### config.mk
export PLATFORM = sky130hd
export DESIGN_NAME = crcfc_core
export DESIGN_NICKNAME = d
export VERILOG_FILES = /design/src/crcfc_pkg.sv /design/src/crcfc_core.sv
export SDC_FILE = /design/constraint.sdc
export NUM_CORES = 1
export LEC_CHECK = 0
export BUFFER_PORTS_ARGS = -buffer_cell sky130_fd_sc_hd__buf_2
export CAP_MARGIN = 0
export CORE_AREA = 3 3 82 103
export CTS_BUF_LIST = sky130_fd_sc_hd__clkbuf_4
export CTS_CLUSTER_DIAMETER = 150
export DETAILED_ROUTE_END_ITERATION = 7
export DIE_AREA = 0 0 85 106
export GPL_TIMING_DRIVEN = 0
export PLACE_DENSITY = 0.66
export SLEW_MARGIN = 30
export SYNTH_ARGS = -nofsm -noshare
export SYNTH_HDL_FRONTEND = slang
export SYNTH_SLANG_ARGS = --single-unit
### constraint.sdc
create_clock -name clk_i -period 2.3 [get_ports clk_i]
set_input_delay 0.115 -clock clk_i [delete_from_list [all_inputs] [get_ports clk_i]]
set_output_delay 0.115 -clock clk_i [all_outputs]
set_load 0.01 [all_outputs]
### src/crcfc_pkg.sv
// Package for the CRC-16 frame checker: beat types, constants and the byte CRC update.
package crcfc_pkg;

  localparam int unsigned DataW = 8;
  localparam int unsigned CrcW  = 16;

  localparam logic [CrcW-1:0] CrcInit = 16'hFFFF;
  localparam logic [CrcW-1:0] CrcPoly = 16'hA001;

  // Bytes held back from the body CRC (the trailing CRC field)
  localparam logic [1:0] SeenFull = 2'd2;

  // One input beat
  typedef struct packed {
    logic             last_byte;
    logic [DataW-1:0] data_byte;
  } in_beat_t;

  // One result beat
  typedef struct packed {
    logic            too_short;
    logic            crc_match;
    logic [CrcW-1:0] crc_trailer;
    logic [CrcW-1:0] crc_body;
    logic [CrcW-1:0] crc_all;
  } result_t;

  // Reflected CRC-16 update over one byte, LSB first
  function automatic logic [CrcW-1:0] crc_byte(input logic [CrcW-1:0] crc,
                                               input logic [DataW-1:0] b);
    logic [CrcW-1:0] c;
    c = crc ^ {{(CrcW-DataW){1'b0}}, b};
    for (int k = 0; k < DataW; k++) begin
      if (c[0]) begin
        c = (c >> 1) ^ CrcPoly;
      end else begin
        c = c >> 1;
      end
    end
    return c;
  endfunction

endpackage

### src/crcfc_core.sv
// Frame state and CRC update: two CRC registers, a two-byte delay line and a byte count.
module crcfc_core (
  input  logic                 clk_i,
  input  logic                 rst_ni,
  input  logic                 step_i,
  input  crcfc_pkg::in_beat_t  beat_i,
  output crcfc_pkg::result_t   result_o
);

  logic [crcfc_pkg::CrcW-1:0]  crc_full_q, crc_full_d;
  logic [crcfc_pkg::CrcW-1:0]  crc_lag_q, crc_lag_d;
  logic [crcfc_pkg::DataW-1:0] older_q, older_d;
  logic [crcfc_pkg::DataW-1:0] newer_q, newer_d;
  logic [1:0]                  seen_q, seen_d;

  logic                        full;
  logic                        short_frame;
  logic [crcfc_pkg::CrcW-1:0]  all_next;
  logic [crcfc_pkg::CrcW-1:0]  lag_next;
  logic [crcfc_pkg::CrcW-1:0]  rx;

  // Both CRC updates run side by side
  always_comb begin
    full        = (seen_q == crcfc_pkg::SeenFull);
    short_frame = (seen_q == 2'd0);
    all_next    = crcfc_pkg::crc_byte(crc_full_q, beat_i.data_byte);
    lag_next    = full ? crcfc_pkg::crc_byte(crc_lag_q, older_q) : crc_lag_q;
    rx          = short_frame ? '0 : {newer_q, beat_i.data_byte};

    result_o.crc_all     = all_next;
    result_o.crc_body    = lag_next;
    result_o.crc_trailer = rx;
    result_o.crc_match   = !short_frame && (lag_next == rx);
    result_o.too_short   = short_frame;
  end

  // Next state: advance within a frame, back to the initial values after its last byte
  always_comb begin
    crc_full_d = crc_full_q;
    crc_lag_d  = crc_lag_q;
    older_d    = older_q;
    newer_d    = newer_q;
    seen_d     = seen_q;
    if (step_i) begin
      if (beat_i.last_byte) begin
        crc_full_d = crcfc_pkg::CrcInit;
        crc_lag_d  = crcfc_pkg::CrcInit;
        older_d    = '0;
        newer_d    = '0;
        seen_d     = '0;
      end else begin
        crc_full_d = all_next;
        crc_lag_d  = lag_next;
        older_d    = newer_q;
        newer_d    = beat_i.data_byte;
        seen_d     = full ? crcfc_pkg::SeenFull : seen_q + 2'd1;
      end
    end
  end

  always_ff @(posedge clk_i or negedge rst_ni) begin
    if (!rst_ni) begin
      crc_full_q <= crcfc_pkg::CrcInit;
      crc_lag_q  <= crcfc_pkg::CrcInit;
      older_q    <= '0;
      newer_q    <= '0;
      seen_q     <= '0;
    end else begin
      crc_full_q <= crc_full_d;
      crc_lag_q  <= crc_lag_d;
      older_q    <= older_d;
      newer_q    <= newer_d;
      seen_q     <= seen_d;
    end
  end

endmodule

==> results.md <==
- The initial utilization of the core area, before any placement, comes to 42.84%.
- Setup repair after global routing could not meet its margin everywhere.
- The most used flip-flop cell after synthesis is sky130_fd_sc_hd__dfstp_2.
- The post-route total power is 0.004230 W.
- The clock tree buffer depth is 2.
- By count the netlist is led by sky130_fd_sc_hd__nor2_1, sky130_fd_sc_hd__dfstp_2, sky130_fd_sc_hd__xnor2_1.
- In the final layout, the share of cells above drive strength 1 is 42.13%.
- The detailed placer's ending HPWL is 6426 um.
- The area growth from synthesis to layout is 30.07%.
- The CTS buffer count is 5.
- In the post-synthesis netlist, the cell with the most instances is sky130_fd_sc_hd__nor2_1.
- The worst register-to-register path ends at crc_lag_q[0].
- The average vias per placed instance is 5.307.
- For this design the static power due to leakage is 1.808 nW.
- The flow ran to the end, but the final reports show violations.
- After synthesis, the share of cell area in mux cells is 2.184%.
- In the post-synthesis netlist, the biggest area contributors are sky130_fd_sc_hd__dfstp_2, sky130_fd_sc_hd__dfrtp_1, sky130_fd_sc_hd__xnor2_1.
- The worst path setup slack after routing is -0.4776 ns.
- Across the routed clock network, the largest skew measured is 0.004946 ns.
- After global routing the overflow that remains totals 0.
- Measured in cells, the most critical reg-to-reg path has a length of 8.
- Counting flops with a built-in enable in the synthesized netlist gives 0.
- The number of buffer cells added on primary ports is 60.
- The die is 85 um wide.
- The largest voltage drop on the vdd net is 0.9552 mV.
- Max-cap violations in this run came to 0.
- The maximum clock frequency is 0.3600 GHz.
- The worst setup path is launched from a register.
- The floorplan step defined a die boundary enclosing 0.009010 mm^2.
- The top cell type's share of synthesized area is 26.21%.
- The Yosys step of the flow raised 0 warnings.
- The detailed router finished its first iteration with 110 violations.
- The maximum fanout encountered on the critical timing path is 5.
- The initial antenna violation count is 0.
- The headroom to the max-slew limit is 48.36%.
- The final reports fail on negative setup slack.
- The adder and majority cell fraction of the synthesized area is 1.170%.
- The critical path starts at crc_lag_q[6].
- In this run, placement finished with an instance count of 474.
- Clock tree synthesis found a total of 50 sinks.
- The category of the most critical setup path is reg2out.
- Data on the critical path is required at its endpoint by 2.18 ns.
- The final hold violation count is 0.
- The max-slew violation count is 0.
- The post-synthesis instance area is 0.003208 mm^2.
- The filler-free cell count of the finished design is 505.
- For the pin with the worst max-slew slack, the measured transition is 0.7718 ns.
- Once detail routing completed, the nets flagged for antenna violations numbered 0.
- The global router's overall resource usage is 19.61%.
- In the final routed layout, each cell accounts on average for 17.50 um.
- The beginning of the worst register-to-register path is crc_lag_q[6].
- The kind of end point of the critical path is a primary output.
- The number of nets in the synthesized netlist is 337.
- After floorplanning, the core was sized to cover 0.007488 mm^2.
- Sequential cells were found to cover 40.25% of the synthesized design area.
- Summing over every cut layer, the via total after detailed routing is 2680.
- The number of register bits inferred by synthesis is 50.
- Summing the areas of all compound-gate instances in the mapped netlist gives 16.11% of the synthesized area.
- Clock latency on the worst-skew pair, taken at its later pin, is 0.36 ns.
- The clock root buffer master is sky130_fd_sc_hd__clkbuf_4.
- Power spread over the standard cell area amounts to 1014 mW/mm^2.
- The DRC violation count after routing is 0.
- The worst path in the final design needs a cycle of 2.778 ns, including I/O delays and setup.
- The average instance in the mapped netlist occupies 9.963 um^2.
- The endpoint of the worst setup timing path is result_o[48].
- Clock-pin slew was measured on the worst setup and hold paths at 0.14 ns.
- The area share of xor/xnor cells in the synthesized design is 20.71%.
- The share of async-settable or async-resettable flops after synthesis is 100.0%.
- The routed wire length is 8835 um.
- The setup slack of the most critical reg-to-reg path is -0.05 ns.
- The net count of the finished layout is 427.
- The first detailed-routing pass ran for 4 iterations.
- The H-tree was split into 2 levels.
- The count of boundary I/O pins is 62.
- The number of diodes added for antenna fixing is 0.
- After synthesis, the largest family of logic cells by area is XOR/XNOR gates.
- The first global-routing pass estimated 14060 um of wire.
- The number of distinct library cell variants in the gate-level netlist after synthesis is 44.
- TritonCTS built the clock tree.
- Entering global routing, the biggest net connects 51 pins.
- The placer congestion estimate is 0.8294.
- The synthesized instance count is 322.
- The final standard cell area without fillers is 0.004173 mm^2.
- The classification of the worst-slack hold path is in2reg.
- The post-synthesis cell type with the largest combined area is sky130_fd_sc_hd__dfstp_2.
- The number of setup violations in the final report is 7.
- The number of placement rows is 35.
- The floorplan step set the die height to 106 um.
- The number of global-route vias before repair is 2683.
- The portion of the clock cycle consumed by the worst path in the final layout is 120.8%.
- The arrival time of data at the critical path endpoint is 2.66 ns.
- Of the total synthesized cell area, the portion taken by AND, OR, NAND and NOR gates is 13.18%.
- Once placement finished, the instance area stood at 0.003636 mm^2.
==> layout by cell type (no fill, tap or decap), types with 8 or more instances in the layout <==
cell	synthesis	layout
sky130_fd_sc_hd__buf_2	2	58
sky130_fd_sc_hd__dfstp_2	32	32
sky130_fd_sc_hd__dfrtp_1	18	18
sky130_fd_sc_hd__a21oi_1	17	15
sky130_fd_sc_hd__o21ai_0	15	15
sky130_fd_sc_hd__o22a_1	17	17
sky130_fd_sc_hd__nor2b_1	9	9
sky130_fd_sc_hd__clkbuf_4	0	10
sky130_fd_sc_hd__nor2_1	38	38
sky130_fd_sc_hd__nand3b_1	10	10
sky130_fd_sc_hd__xnor2_1	24	13
sky130_fd_sc_hd__xor2_1	14	13
sky130_fd_sc_hd__buf_4	7	26
sky130_fd_sc_hd__nand2_1	17	17
sky130_fd_sc_hd__o31ai_1	8	8
sky130_fd_sc_hd__clkbuf_1	16	13
sky130_fd_sc_hd__inv_1	21	20
sky130_fd_sc_hd__xnor2_2	5	12
==> power by group <==
part | switching (W) | total (W) | internal [W]
logic | 0.00121 | 0.00255 | 0.00133
registers | 0.000143 | 0.00124 | 0.00110
clock network | 0.000283 | 0.000441 | 0.000158
total | 0.00164 | 0.00423 | 0.00259
==> worst min path at each step <==
stage / start / end / slack (ns) / cells after the start
after floorplan: rst_ni / newer_q[0] / -0.18 / 0
after global routing: beat_i[7] / newer_q[7] / 0.05 / 3
final: beat_i[7] / newer_q[7] / 0.05 / 3
after CTS: beat_i[6] / newer_q[6] / 0.03 / 3
after detailed placement: rst_ni / newer_q[6] / 0.19 / 1
after global placement: rst_ni / newer_q[6] / 0.40 / 1
==> worst max-delay path, stage by stage, from the launching register on <==
cell and delay (ns):
sky130_fd_sc_hd__dfstp_2 0.61, sky130_fd_sc_hd__xnor2_4 0.14, sky130_fd_sc_hd__xnor3_1 0.44, sky130_fd_sc_hd__xor3_2 0.35, sky130_fd_sc_hd__a21oi_4 0.21, sky130_fd_sc_hd__xor2_1 0.10, sky130_fd_sc_hd__nor4_2 0.26, sky130_fd_sc_hd__buf_2 0.18
==> area by class of cell <==
| class | instances | area, um^2 |
|---|---|---|
| Sequential cell | 50 | 1291 |
| Inverter | 22 | 82.58 |
| Timing Repair Buffer | 83 | 519.2 |
| Fill cell | 674 | 3316 |
| Buffer | 25 | 146.4 |
| Multi-Input combinational cell | 225 | 1958 |
| Clock buffer | 8 | 60.06 |
| Tap cell | 92 | 115.1 |
==> metrics by stage <==
| step | TNS (ns) | worst slack, ns | utilization [%] | hold slack (ns) |
|---|---|---|---|---|
| after floorplan | 0 | 0.06668 | - | -0.1806 |
| after global placement | -0.7337 | -0.5729 | 48.52 | 0.4022 |
| after detailed placement | -0.7229 | -0.5597 | 48.55 | 0.1902 |
| after CTS | -1.726 | -0.5503 | 52.93 | 0.02750 |
| after global routing | -2.137 | -0.6333 | 55.72 | 0.05464 |
| final | -1.476 | -0.4776 | 55.72 | 0.04902 |
==> per-layer routing <==
| layer | share of wire [%] | up-vias | global-route usage (%) |
|---|---|---|---|
| met5 | 0 | - | 0 |
| met4 | 2.0 | 0 | 5.543 |
| met3 | 4.8 | 15 | 2.946 |
| met2 | 52 | 78 | 34.33 |
| met1 | 41 | 1302 | 24.88 |
| li1 | - | 1285 | - |
==> cells by family after synthesis <==
kind of cell / Yosys count
and+or+nand+nor: 86
AOI/OAI and AO/OA: 75
xor gates and xnor gates: 54
DFF: 50
buffers and inverters: 47
muxes: 7
adders and majority gates: 3
==> registers in the layout, summed over array words and instances, names as in the netlist <==
register    flops
crc_lag_q      16
older_q         8
newer_q         8
crc_full_q     16
seen_q          2
==> timing repair <==
action / in CTS / in global routing
setup buffers: 11 / 10
resized for setup: 34 / 14
hold endpoints to repair: 18 / 0
cloned: 0 / 1
endpoints found under the setup margin: 15 / 11
hold buffers: 1 / 0
pin swaps: 7 / 15
Note: power is estimated with default switching activity, not from simulation.
